==> config.mk <==
export PLATFORM = sky130hd
export DESIGN_NAME = fwsel_ctrl
export DESIGN_NICKNAME = d
export VERILOG_FILES = /design/src/fwsel_pkg.sv /design/src/fwsel_ctrl.sv
export SDC_FILE = /design/constraint.sdc
export NUM_CORES = 1
export LEC_CHECK = 0
export ABC_CLOCK_PERIOD_IN_PS = 1900
export BUFFER_PORTS_ARGS = -buffer_cell sky130_fd_sc_hd__buf_2
export CAP_MARGIN = 15
export CORE_MARGIN = 10
export CORE_UTILIZATION = 46
export DETAILED_ROUTE_END_ITERATION = 7
export PLACE_DENSITY = 0.69
export SYNTH_ARGS = -nofsm -noshare
export SYNTH_HDL_FRONTEND = slang
export SYNTH_SLANG_ARGS = --single-unit
==> constraint.sdc <==
create_clock -name clk -period 1.9 [get_ports clk]
set_input_delay 0.285 -clock clk [delete_from_list [all_inputs] [get_ports clk]]
set_output_delay 0.285 -clock clk [all_outputs]
set_load 0.02 [all_outputs]
==> src/fwsel_pkg.sv <==
// Types, widths and codes shared by the Fenwick select block.
package fwsel_pkg;

	localparam int OP_W      = 2;
	localparam int POS_W     = 11;
	localparam int DELTA_W   = 16;
	localparam int RANK_W    = 11;
	localparam int VALUE_W   = 32;
	localparam int SIZE_W    = 11;

	localparam int MAX_POSITIONS_DEF = 1024;
	localparam logic [SIZE_W-1:0] SIZE_RESET = 11'd1024;

	// Operation codes of a request.
	localparam logic [OP_W-1:0] OP_ADD    = 2'd0;
	localparam logic [OP_W-1:0] OP_PREFIX = 2'd1;
	localparam logic [OP_W-1:0] OP_SELECT = 2'd2;
	localparam logic [OP_W-1:0] OP_NONE   = 2'd3;

	// Request beat.
	typedef struct packed {
		logic [OP_W-1:0]           op;
		logic [POS_W-1:0]          position;
		logic signed [DELTA_W-1:0] delta;
		logic [RANK_W-1:0]         rank;
	} fwsel_req_t;

	// Result beat.
	typedef struct packed {
		logic signed [VALUE_W-1:0] value;
		logic                      error;
	} fwsel_res_t;

	// What the result register is loaded with.
	typedef enum logic [1:0] {
		RES_ZERO = 2'd0,
		RES_ERR  = 2'd1,
		RES_SUM  = 2'd2,
		RES_POS  = 2'd3
	} fwsel_res_sel_t;

	// Commands from the controller to the datapath.
	typedef struct packed {
		logic           load;
		logic           clr_we;
		logic           idx_pos;
		logic           idx_n;
		logic           add_wr;
		logic           pre_acc;
		logic           sel_init;
		logic           sel_acc;
		logic           sel_fin;
		logic           emit;
		fwsel_res_sel_t res_sel;
	} fwsel_cmd_t;

	// Status from the datapath to the controller.
	typedef struct packed {
		logic [OP_W-1:0] op;
		logic            pos_bad;
		logic            add_live;
		logic            pre_live;
		logic            rank_bad;
		logic            step_last;
		logic            clear_last;
	} fwsel_status_t;

endpackage

==> src/fwsel_ctrl.sv <==
// Controller state machine: clearing pass, request decode and the tree walks.
module fwsel_ctrl import fwsel_pkg::*; (
	input  logic          clk,
	input  logic          arst_n,
	input  logic          start,
	input  fwsel_status_t status,
	output logic          busy,
	output fwsel_cmd_t    cmd
);

	typedef enum logic [12:0] {
		S_CLEAR   = 13'b0000000000001,
		S_IDLE    = 13'b0000000000010,
		S_DECODE  = 13'b0000000000100,
		S_ADD_CHK = 13'b0000000001000,
		S_ADD_WR  = 13'b0000000010000,
		S_PRE_CHK = 13'b0000000100000,
		S_PRE_ACC = 13'b0000001000000,
		S_TOT_CHK = 13'b0000010000000,
		S_TOT_ACC = 13'b0000100000000,
		S_RANK    = 13'b0001000000000,
		S_SEL_RD  = 13'b0010000000000,
		S_SEL_ACC = 13'b0100000000000,
		S_SEL_FIN = 13'b1000000000000
	} state_t;

	state_t state_q;
	state_t state_d;

	// Next state and datapath commands.
	always_comb begin
		state_d     = state_q;
		cmd         = '0;
		cmd.res_sel = RES_ZERO;
		unique case (state_q)
			S_CLEAR: begin
				cmd.clr_we = 1'b1;
				if (status.clear_last) begin
					state_d = S_IDLE;
				end
			end
			S_IDLE: begin
				if (start) begin
					cmd.load = 1'b1;
					state_d  = S_DECODE;
				end
			end
			S_DECODE: begin
				unique case (status.op)
					OP_ADD: begin
						if (status.pos_bad) begin
							cmd.emit    = 1'b1;
							cmd.res_sel = RES_ERR;
							state_d     = S_IDLE;
						end else begin
							cmd.idx_pos = 1'b1;
							state_d     = S_ADD_CHK;
						end
					end
					OP_PREFIX: begin
						if (status.pos_bad) begin
							cmd.emit    = 1'b1;
							cmd.res_sel = RES_ERR;
							state_d     = S_IDLE;
						end else begin
							cmd.idx_pos = 1'b1;
							state_d     = S_PRE_CHK;
						end
					end
					OP_SELECT: begin
						cmd.idx_n = 1'b1;
						state_d   = S_TOT_CHK;
					end
					default: begin
						cmd.emit    = 1'b1;
						cmd.res_sel = RES_ERR;
						state_d     = S_IDLE;
					end
				endcase
			end
			// Update walk upward; the node read happens in this state.
			S_ADD_CHK: begin
				if (status.add_live) begin
					state_d = S_ADD_WR;
				end else begin
					cmd.emit    = 1'b1;
					cmd.res_sel = (status.op == OP_SELECT) ? RES_POS : RES_ZERO;
					state_d     = S_IDLE;
				end
			end
			S_ADD_WR: begin
				cmd.add_wr = 1'b1;
				state_d    = S_ADD_CHK;
			end
			// Prefix walk downward.
			S_PRE_CHK: begin
				if (status.pre_live) begin
					state_d = S_PRE_ACC;
				end else begin
					cmd.emit    = 1'b1;
					cmd.res_sel = RES_SUM;
					state_d     = S_IDLE;
				end
			end
			S_PRE_ACC: begin
				cmd.pre_acc = 1'b1;
				state_d     = S_PRE_CHK;
			end
			// Total over the active range before a select.
			S_TOT_CHK: begin
				state_d = status.pre_live ? S_TOT_ACC : S_RANK;
			end
			S_TOT_ACC: begin
				cmd.pre_acc = 1'b1;
				state_d     = S_TOT_CHK;
			end
			S_RANK: begin
				if (status.rank_bad) begin
					cmd.emit    = 1'b1;
					cmd.res_sel = RES_ERR;
					state_d     = S_IDLE;
				end else begin
					cmd.sel_init = 1'b1;
					state_d      = S_SEL_RD;
				end
			end
			// Descent: one read and one decision per step.
			S_SEL_RD: begin
				state_d = S_SEL_ACC;
			end
			S_SEL_ACC: begin
				cmd.sel_acc = 1'b1;
				state_d     = status.step_last ? S_SEL_FIN : S_SEL_RD;
			end
			S_SEL_FIN: begin
				cmd.sel_fin = 1'b1;
				state_d     = S_ADD_CHK;
			end
			default: begin
				state_d = S_IDLE;
			end
		endcase
	end

	always_ff @(posedge clk or negedge arst_n) begin
		if (!arst_n) begin
			state_q <= S_CLEAR;
		end else begin
			state_q <= state_d;
		end
	end

	assign busy = state_q != S_IDLE;

endmodule

==> impl_metrics.py, run 1 <==
metrics = {
    "floorplan": {
        "initial_core_util_pct": 48.60,
        "die_height_um": 65.53,
        "fp.dieArea_sq_mm": 0.004294,
        "fp.dieW_um": 65.53,
        "ios": 24,
        "coreArea_sq_mm": 0.001962,
        "num_rows": 16,
    },
    "timing": {
        "fin_ws_ns": -0.3862,
        "worst_pin_slew_ns": 0.4075,
        "slew_violations": 0,
        "clock.fmax_mhz": 437.4,
        "post-route-period-util_pct": 120.3,
        "hold_viol_final": 0,
        "finClkSkew_ns": 0.003565,
        "rsz0062_at_grt": "yes",
        "setup_viol": 14,
        "slew_headroom_pct": 72.80,
        "finalSetupTns_ns": -3.256,
        "final.min_clock_period_ns": 2.286,
    },
    "worst_setup_path": {
        "critical_path_class": "flip-flop to output pin",
        "arrival_ns": 2.00,
        "path_cells": "or4_4, nor3_4, nand4_1, nand3b_1, buf_6",
        "r2r-start": "state_q[1]$_DFFE_PN0P_",
        "critPathLaunch": "state_q[1]$_DFFE_PN0P_",
        "slowest_delay_ns": 0.60,
        "crit_buf_inv": 1,
        "crit_fanout": 4,
        "cp_slowest_cell": "or4_4",
        "cp_top_family": "simple AND/OR/NAND/NOR gates",
        "end_kind": "output pin",
        "cp.required_ns": 1.62,
        "worstSetupStartpointType": "flip-flop",
    },
    "routing": {
        "vias": 1202,
        "viasPerCell": 6.394,
        "drc": 0,
        "drt-wirelength-per-cell_um": 22.01,
        "drt_wl_total_mm": 4.138,
        "drt_first_iter_violations": 126,
        "ant_nets": 0,
        "drt_first_pass_iters": 5,
    },
    "logic_synthesis": {
        "syn-instance-count": 106,
        "synth.area.top_cells": "dfrtp_1 (31%), nor3_1 (4.7%), nor2_1 (3.9%)",
        "yosysWarnings": 0,
        "avgSynthCellArea_sq_um": 8.994,
        "synth_edf_count": 0,
        "synth_area_sq_um": 953.4,
        "synth_top_flop_cell": "dfrtp_1",
        "synth_fp_nets": 117,
        "synth.top_cell.area_share_pct": 31.50,
        "ys_seq_area_share_pct": 34.25,
        "synth_commonest_cells": "dfrtp_1 (12), nor2_1 (10), nor3_1 (9)",
        "ys_types": 41,
        "ys_ff_latch": 13,
        "postSynth.asyncResetShare_pct": 100.0,
        "synth_top_cell_by_area": "dfrtp_1",
        "synth.most_common_cell": "dfrtp_1",
    },
    "clock_network": {
        "clk_pin_slew_worst_paths_ns": 0.09,
        "htreeDepth": 1,
        "cts_buffer_depth": 2,
        "clk-insertion-delay-late_ns": 0.29,
        "cts_sinks": 13,
        "cts_tree": "built",
        "cts_buffers": 3,
        "cts_root_buf": "clkbuf_4",
    },
    "final_layout": {
        "largestRegisters": "state_q x13",
        "multiInputGateArea_sq_um": 735.7,
        "diodes": 0,
        "top_register": "state_q",
        "drive_above_1_share_pct": 58.39,
        "largest_reg_flops": 13,
        "fillers": 133,
        "fin_nets": 173,
        "seq_area_sq_um": 329.1,
        "area.growth.synth_to_final_pct": 67.59,
    },
    "global_routing": {
        "antenna_found_initial": 0,
        "grt_max_degree": 14,
        "grt_util_all_layers_pct": 16.19,
        "grt_pass1_wl_mm": 5.499,
        "overflow": 0,
        "grt_pass1_vias": 1153,
    },
    "power_and_ir_drop": {
        "leakage_nw": 0.7917,
        "power.share.clock_pct": 14.1,
        "internal_power_mw": 0.7980,
        "swShare_pct": 40.78,
        "seqPwrFrac_pct": 25.2,
        "p_per_area_mw_per_mm2": 843.4,
        "peakVddDrop_mv": 0.5811,
        "switchingPower_mw": 0.5495,
        "p_comb_share_pct": 60.7,
    },
    "placement": {
        "dp_slack_ns": -0.01491,
        "place.gp.congestion": 0.9268,
        "hpwl_mm": 2.443,
        "port_buffers": 23,
    },
    "job": {
        "cap_violations": 0,
    },
    "outcome": {
        "violations": "negative setup slack",
        "status": "complete, but fails checks",
    },
    "worst_hold_path": {
        "hold_start": "status[0]",
        "hold_path.class": "primary input to flip-flop",
    },
}
==> path summary, 6_finish.rpt <==
path | endpoint | depth (start not counted) | slack, ns
setup / recovery | cmd[2] | 5 | -0.39
hold / removal | state_q[0]$_DFFE_PN1P_ | 2 | 0.13
setup reg to reg | state_q[1]$_DFFE_PN0P_ | 5 | -0.13
hold reg to reg | state_q[0]$_DFFE_PN1P_ | 1 | 0.55
max in group asynchronous | state_q[0]$_DFFE_PN1P_ | 2 | 1.19
min in group asynchronous | state_q[11]$_DFFE_PN0P_ | 2 | 0.42
==> power by group through the flow <==
| stage | logic (mW) | registers, mW | clock network, mW |
|---|---|---|---|
| floorplan | 0.315 | 0.335 | 0 |
| global placement | 0.558 | 0.333 | 0 |
| detailed placement | 0.566 | 0.335 | 0 |
| CTS | 0.678 | 0.330 | 0.192 |
| global route | 0.861 | 0.340 | 0.198 |
| finish | 0.818 | 0.339 | 0.190 |
==> placed cells by master (no fill, tap or decap), types with 4 or more instances in the layout <==
cell,count
buf_4,34
buf_6,12
nand2_1,5
nor3_2,4
nor2_1,7
nand4_1,4
nand3_1,4
buf_2,12
xor2_1,4
dfrtp_1,10
==> logic make-up (layout without fill, tap and decap cells) <==
family	after synthesis	in the layout	synth area share (%)
multiplexers	1	1	1.050
AO/OA/AOI/OAI	13	13	10.89
flip-flops	13	13	34.25
AND/OR/NAND/NOR	63	63	42.13
XOR/XNOR	5	5	4.593
buffers and inverters	11	66	7.086
==> repair_timing <==
item | 4_1_cts | 5_1_grt
hold endpoints to repair | 12 | 0
pin swaps | 3 | 3
resized for setup | 28 | 24
endpoints found under the setup margin | 13 | 14
hold buffers | 1 | 0
setup buffers | 5 | 3
==> area by class of cell <==
cell class                 instances  area share, %
clock buffer                       3          1.410
multi-input combinational         82          46.05
sequential                        13          20.60
tap                               27          2.114
inverter                           3         0.7048
clock inverter                     1         0.3132
timing repair buffer              59          28.82
==> metrics by stage <==
step	utilization, %	std cells	hold WS, ns	area (sq um)	power (mW)
floorplan	-	106	-0.01059	975.9	0.6494
global placement	64.80	175	0.1943	1271	0.8910
detailed placement	64.80	175	0.1971	1271	0.9006
CTS	74.49	185	0.1275	1461	1.201
finish	81.44	188	0.1285	1598	1.348
global route	81.44	188	0.1262	1598	1.400
==> per-layer routing <==
layer | vias to the layer above | track usage, % | share of wire (%)
li1 | 512 | - | -
met1 | 578 | 17.25 | 36
met2 | 84 | 28.90 | 51
met3 | 28 | 4.915 | 8.1
met4 | 0 | 6.684 | 5.3
met5 | - | 0 | 0
==> worst register-to-register path, cell delays in order (launching register included) <==
cell and delay (ns):
dfrtp_1 0.44, or4_4 0.60, buf_4 0.18, o41ai_4 0.29, a311oi_1 0.08, a211o_1 0.32
Power figures use the tool's default switching activity.
==> run 2: changes to the inputs <==
Settings changed: RECOVER_POWER from default to 25.
==> impl_metrics.py, run 2 (synthesized netlist as in run 1, its figures left out) <==
metrics = {
    "final_layout": {
        "area.growth.synth_to_final_pct": 67.45,
        "seq_area_sq_um": 329.1,
        "final_common_cell": "buf_4",
        "drive_above_1_share_pct": 57.76,
        "fin_nets": 173,
        "largestRegisters": "state_q x13",
        "largest_reg_flops": 13,
        "top_register": "state_q",
        "diodes": 0,
        "layout_common_cells": "buf_4 (34), buf_6 (12), buf_2 (11), dfrtp_1 (10), nor2_1 (7)",
        "multiInputGateArea_sq_um": 735.7,
        "fillers": 134,
    },
    "global_routing": {
        "grt_util_met2_pct": 28.90,
        "gr-usage-met3_pct": 4.915,
        "grt_most_used_layer": "met2",
        "use_met1_pct": 17.25,
        "grt_pass1_vias": 1153,
        "grt_max_degree": 14,
        "antenna_found_initial": 0,
        "overflow": 0,
        "grt_util_all_layers_pct": 16.19,
        "grt_pass1_wl_mm": 5.499,
    },
    "routing": {
        "vias": 1193,
        "ant_nets": 0,
        "drt_wl_total_mm": 4.148,
        "drt_first_iter_violations": 126,
        "drt_first_pass_iters": 4,
        "viasPerCell": 6.346,
        "drc": 0,
        "drt-wirelength-per-cell_um": 22.06,
    },
    "placement": {
        "hpwl_mm": 2.443,
        "port_buffers": 23,
        "dp_slack_ns": -0.01491,
        "place.gp.congestion": 0.9268,
    },
    "power_and_ir_drop": {
        "leakage_nw": 0.7890,
        "peakVddDrop_mv": 0.5810,
        "p_per_area_mw_per_mm2": 842.4,
    },
    "floorplan": {
        "die_height_um": 65.53,
        "initial_core_util_pct": 48.60,
        "fp.dieArea_sq_mm": 0.004294,
        "fp.dieW_um": 65.53,
        "num_rows": 16,
        "ios": 24,
        "coreArea_sq_mm": 0.001962,
    },
    "worst_setup_path": {
        "end_kind": "output pin",
        "arrival_ns": 2.00,
        "cp.required_ns": 1.62,
        "worstSetupStartpointType": "flip-flop",
        "rrSetupSlack_ns": -0.13,
        "critical_path_class": "flip-flop to output pin",
        "slowest_delay_ns": 0.60,
        "path_cells": "or4_4, nor3_4, nand4_1, nand3b_1, buf_6",
        "cp_slowest_cell": "or4_4",
        "crit_fanout": 4,
    },
    "timing": {
        "slew_violations": 0,
        "rsz0062_at_grt": "yes",
        "clock.fmax_mhz": 437.7,
        "worst_pin_slew_ns": 0.7982,
        "finalSetupTns_ns": -3.253,
        "fin_ws_ns": -0.3849,
        "final.min_clock_period_ns": 2.285,
        "post-route-period-util_pct": 120.3,
        "hold_viol_final": 0,
        "finClkSkew_ns": 0.004129,
        "slew_headroom_pct": 46.78,
        "setup_viol": 14,
    },
    "clock_network": {
        "cts_buffers": 3,
        "cts_sinks": 13,
        "clk_pin_slew_worst_paths_ns": 0.09,
        "cts_root_buf": "clkbuf_4",
        "cts_tree": "built",
        "htreeDepth": 1,
        "clk-insertion-delay-late_ns": 0.29,
        "cts_buffer_depth": 2,
    },
    "outcome": {
        "violations": "negative setup slack",
        "status": "complete, but fails checks",
    },
    "job": {
        "cap_violations": 0,
    },
    "worst_hold_path": {
        "hold_path.class": "primary input to flip-flop",
    },
}
## run 2: cell types whose count changed in the layout (fill, tap and decap cells not counted)
cell	previous run	this run
clkbuf_1	0	1
buf_2	12	11
## run 2: final cells by class
cell class	instances	area share, %
Clock buffer	3	1.411
Clock inverter	1	0.3135
Multi-Input combinational cell	82	46.08
Timing Repair Buffer	59	28.76
Inverter	3	0.7053
Sequential cell	13	20.61
Tap cell	27	2.116
## run 2: routing by layer
layer | vias up | routed length [um]
met1 | 572 | 1505
li1 | 512 | -
met3 | 26 | 327
met2 | 83 | 2098
met5 | - | 0
met4 | 0 | 217
## run 2: worst max-delay path: cells and delay by family, from the launching register on
kind | cells | cell delay [ns]
buf+inv | 1 | 0.14
flops | 1 | 0.44
simple gates | 4 | 1.12
## run 2: worst paths after layout
kind	start	cells after the start	end
setup / recovery	state_q[1]$_DFFE_PN0P_	5	cmd[2]
hold / removal	status[0]	2	state_q[0]$_DFFE_PN1P_
setup reg to reg	state_q[1]$_DFFE_PN0P_	5	state_q[1]$_DFFE_PN0P_
hold reg to reg	state_q[8]$_DFFE_PN0P_	1	state_q[0]$_DFFE_PN1P_
max in group asynchronous	arst_n	2	state_q[8]$_DFFE_PN0P_
min in group asynchronous	arst_n	2	state_q[11]$_DFFE_PN0P_
## run 2: power by group
| part | leakage [nW] | internal (mW) | switching [mW] |
|---|---|---|---|
| combinational | 0.601 | 0.419 | 0.397 |
| sequential | 0.171 | 0.300 | 0.0394 |
| clock | 0.0177 | 0.0785 | 0.111 |
| total | 0.789 | 0.798 | 0.547 |
## run 2: through the flow
stage               power [mW]  hold slack (ns)  instances  area (sq um)  utilization (%)
floorplan               0.6494         -0.01059        106         975.9                -
global placement        0.8910           0.1943        175          1271            64.80
finish                   1.345           0.1295        188          1597            81.38
CTS                      1.201           0.1275        185          1461            74.49
detailed placement      0.9006           0.1971        175          1271            64.80
global route             1.399           0.1262        188          1597            81.38
## run 2: repair_timing
item                                    4_1_cts  5_1_grt
setup buffers                                 5        3
pin swaps                                     3        3
hold buffers                                  1        0
gates resized for setup                      28       24
endpoints found under the setup margin       13       14
hold endpoints to repair                     12        0
==> run 3: changes to the inputs <==
Settings changed: CORE_MARGIN 10 to 8, SKIP_CTS_REPAIR_TIMING from default to 1.
==> impl_metrics.py, run 3 (synthesized netlist as in run 1, its figures left out) <==
metrics = {
    "floorplan": {
        "fp.dieArea_sq_mm": 0.003785,
        "num_rows": 16,
        "initial_core_util_pct": 48.60,
        "coreArea_sq_mm": 0.001962,
        "die_height_um": 61.53,
        "ios": 24,
        "fp.dieW_um": 61.53,
    },
    "clock_network": {
        "clk-insertion-delay-late_ns": 0.28,
        "cts_tree": "built",
        "clk_pin_slew_worst_paths_ns": 0.09,
        "cts_buffers": 3,
        "cts_sinks": 13,
        "cts_root_buf": "clkbuf_4",
        "htreeDepth": 1,
        "cts_buffer_depth": 2,
    },
    "timing": {
        "finalSetupTns_ns": -2.896,
        "rsz0062_at_grt": "yes",
        "slew_violations": 0,
        "post-route-period-util_pct": 117.7,
        "clock.fmax_mhz": 447.0,
        "setup_viol": 13,
        "slew_headroom_pct": 48.42,
        "worst_pin_slew_ns": 0.7737,
        "fin_ws_ns": -0.3371,
        "hold_slack_ns": 0.1495,
        "final.min_clock_period_ns": 2.237,
        "finClkSkew_ns": 0.008047,
        "hold_viol_final": 0,
    },
    "worst_setup_path": {
        "critical_path_class": "flip-flop to output pin",
        "rrSetupSlack_ns": 0.01,
        "r2r-start": "state_q[4]$_DFFE_PN0P_",
        "cp.required_ns": 1.62,
        "reg2regPathDepth": 8,
        "rr_endpoint": "state_q[1]$_DFFE_PN0P_",
        "crit_fanout": 4,
        "worstSetupStartpointType": "flip-flop",
        "arrival_ns": 1.95,
        "end_kind": "output pin",
    },
    "placement": {
        "dp.cells": 174,
        "hpwl_mm": 2.348,
        "dp_slack_ns": -0.02573,
        "place.gp.congestion": 0.8662,
        "port_buffers": 23,
        "dpl_cell_area_sq_mm": 0.001276,
    },
    "power_and_ir_drop": {
        "leakage_nw": 0.7677,
        "peakVddDrop_mv": 0.5046,
        "p_per_area_mw_per_mm2": 809.5,
        "power.total_mw": 1.229,
    },
    "final_layout": {
        "fin_nets": 173,
        "final_common_cell": "buf_4",
        "drive_above_1_share_pct": 53.42,
        "top_register": "state_q",
        "layout_common_cells": "buf_4 (36), buf_2 (11), dfrtp_1 (11), buf_6 (9), nor2_1 (7)",
        "diodes": 0,
        "instances_no_fill": 188,
        "area.growth.synth_to_final_pct": 59.19,
        "final_core_util_pct": 77.36,
        "stdcell_area_sq_mm": 0.001518,
        "largestRegisters": "state_q x13",
        "largest_reg_flops": 13,
    },
    "global_routing": {
        "grt_pass1_wl_mm": 4.678,
        "overflow": 0,
        "grt_pass1_vias": 1019,
        "grt_util_all_layers_pct": 16.57,
        "antenna_found_initial": 0,
        "grt_max_degree": 14,
    },
    "routing": {
        "dr_wl_met2_mm": 1.758,
        "drt_first_iter_violations": 86,
        "drt-met1-wl_mm": 1.342,
        "drc": 0,
        "drt-wirelength-per-cell_um": 18.50,
        "drt_wl_total_mm": 3.478,
        "top_layer_used": "met4",
        "drt_first_pass_iters": 4,
        "ant_nets": 0,
        "vias": 1127,
        "viasPerCell": 5.995,
        "wl_met3_um": 287,
    },
    "worst_hold_path": {
        "hold_path.class": "primary input to flip-flop",
        "hold_depth": 2,
        "min_to": "state_q[0]$_DFFE_PN1P_",
        "hold_start": "status[0]",
    },
    "outcome": {
        "status": "complete, but fails checks",
        "violations": "negative setup slack",
    },
    "job": {
        "cap_violations": 0,
    },
}
==> run 3: final cells by class <==
class / count / area [sq um]
inverters: 3 / 11.26
multi-input cells: 82 / 658.1
fillers: 136 / 444.2
well taps: 27 / 33.78
repair buffers: 59 / 460.4
clock buffers: 4 / 26.28
flip-flops and latches: 13 / 327.8
==> run 3: how the worst max path moves through the flow <==
stage / start / end / slack, ns / cells after the start
3_5_place_dp: state_q[1]$_DFFE_PN0P_ / cmd[2] / -0.03 / 5
6_report: state_q[4]$_DFFE_PN0P_ / cmd[11] / -0.34 / 5
4_1_cts: state_q[1]$_DFFE_PN0P_ / cmd[2] / -0.35 / 5
5_1_grt: state_q[4]$_DFFE_PN0P_ / cmd[11] / -0.40 / 5
3_3_place_gp: state_q[4]$_DFFE_PN0P_ / cmd[5] / -0.007 / 5
2_1_floorplan: state_q[4]$_DFFE_PN0P_ / cmd[11] / -0.06 / 5
==> run 3: layer usage <==
| metal | global-route usage [%] | vias up |
|---|---|---|
| li1 | - | 512 |
| met1 | 19.83 | 534 |
| met2 | 28.06 | 67 |
| met3 | 3.758 | 14 |
| met4 | 5.844 | 0 |
| met5 | 0 | - |
==> run 3: worst max-delay path, stage by stage (launching register included) <==
cell     delay (ns)
dfrtp_1        0.41
nor4_4         0.38
nand3_2        0.16
or4_4          0.49
nor2_4         0.11
buf_6          0.12
==> run 3: power by group <==
| part | switching [mW] | internal, mW | total [mW] |
|---|---|---|---|
| logic | 0.348 | 0.383 | 0.731 |
| clock network | 0.0920 | 0.0813 | 0.173 |
| registers | 0.0241 | 0.300 | 0.324 |
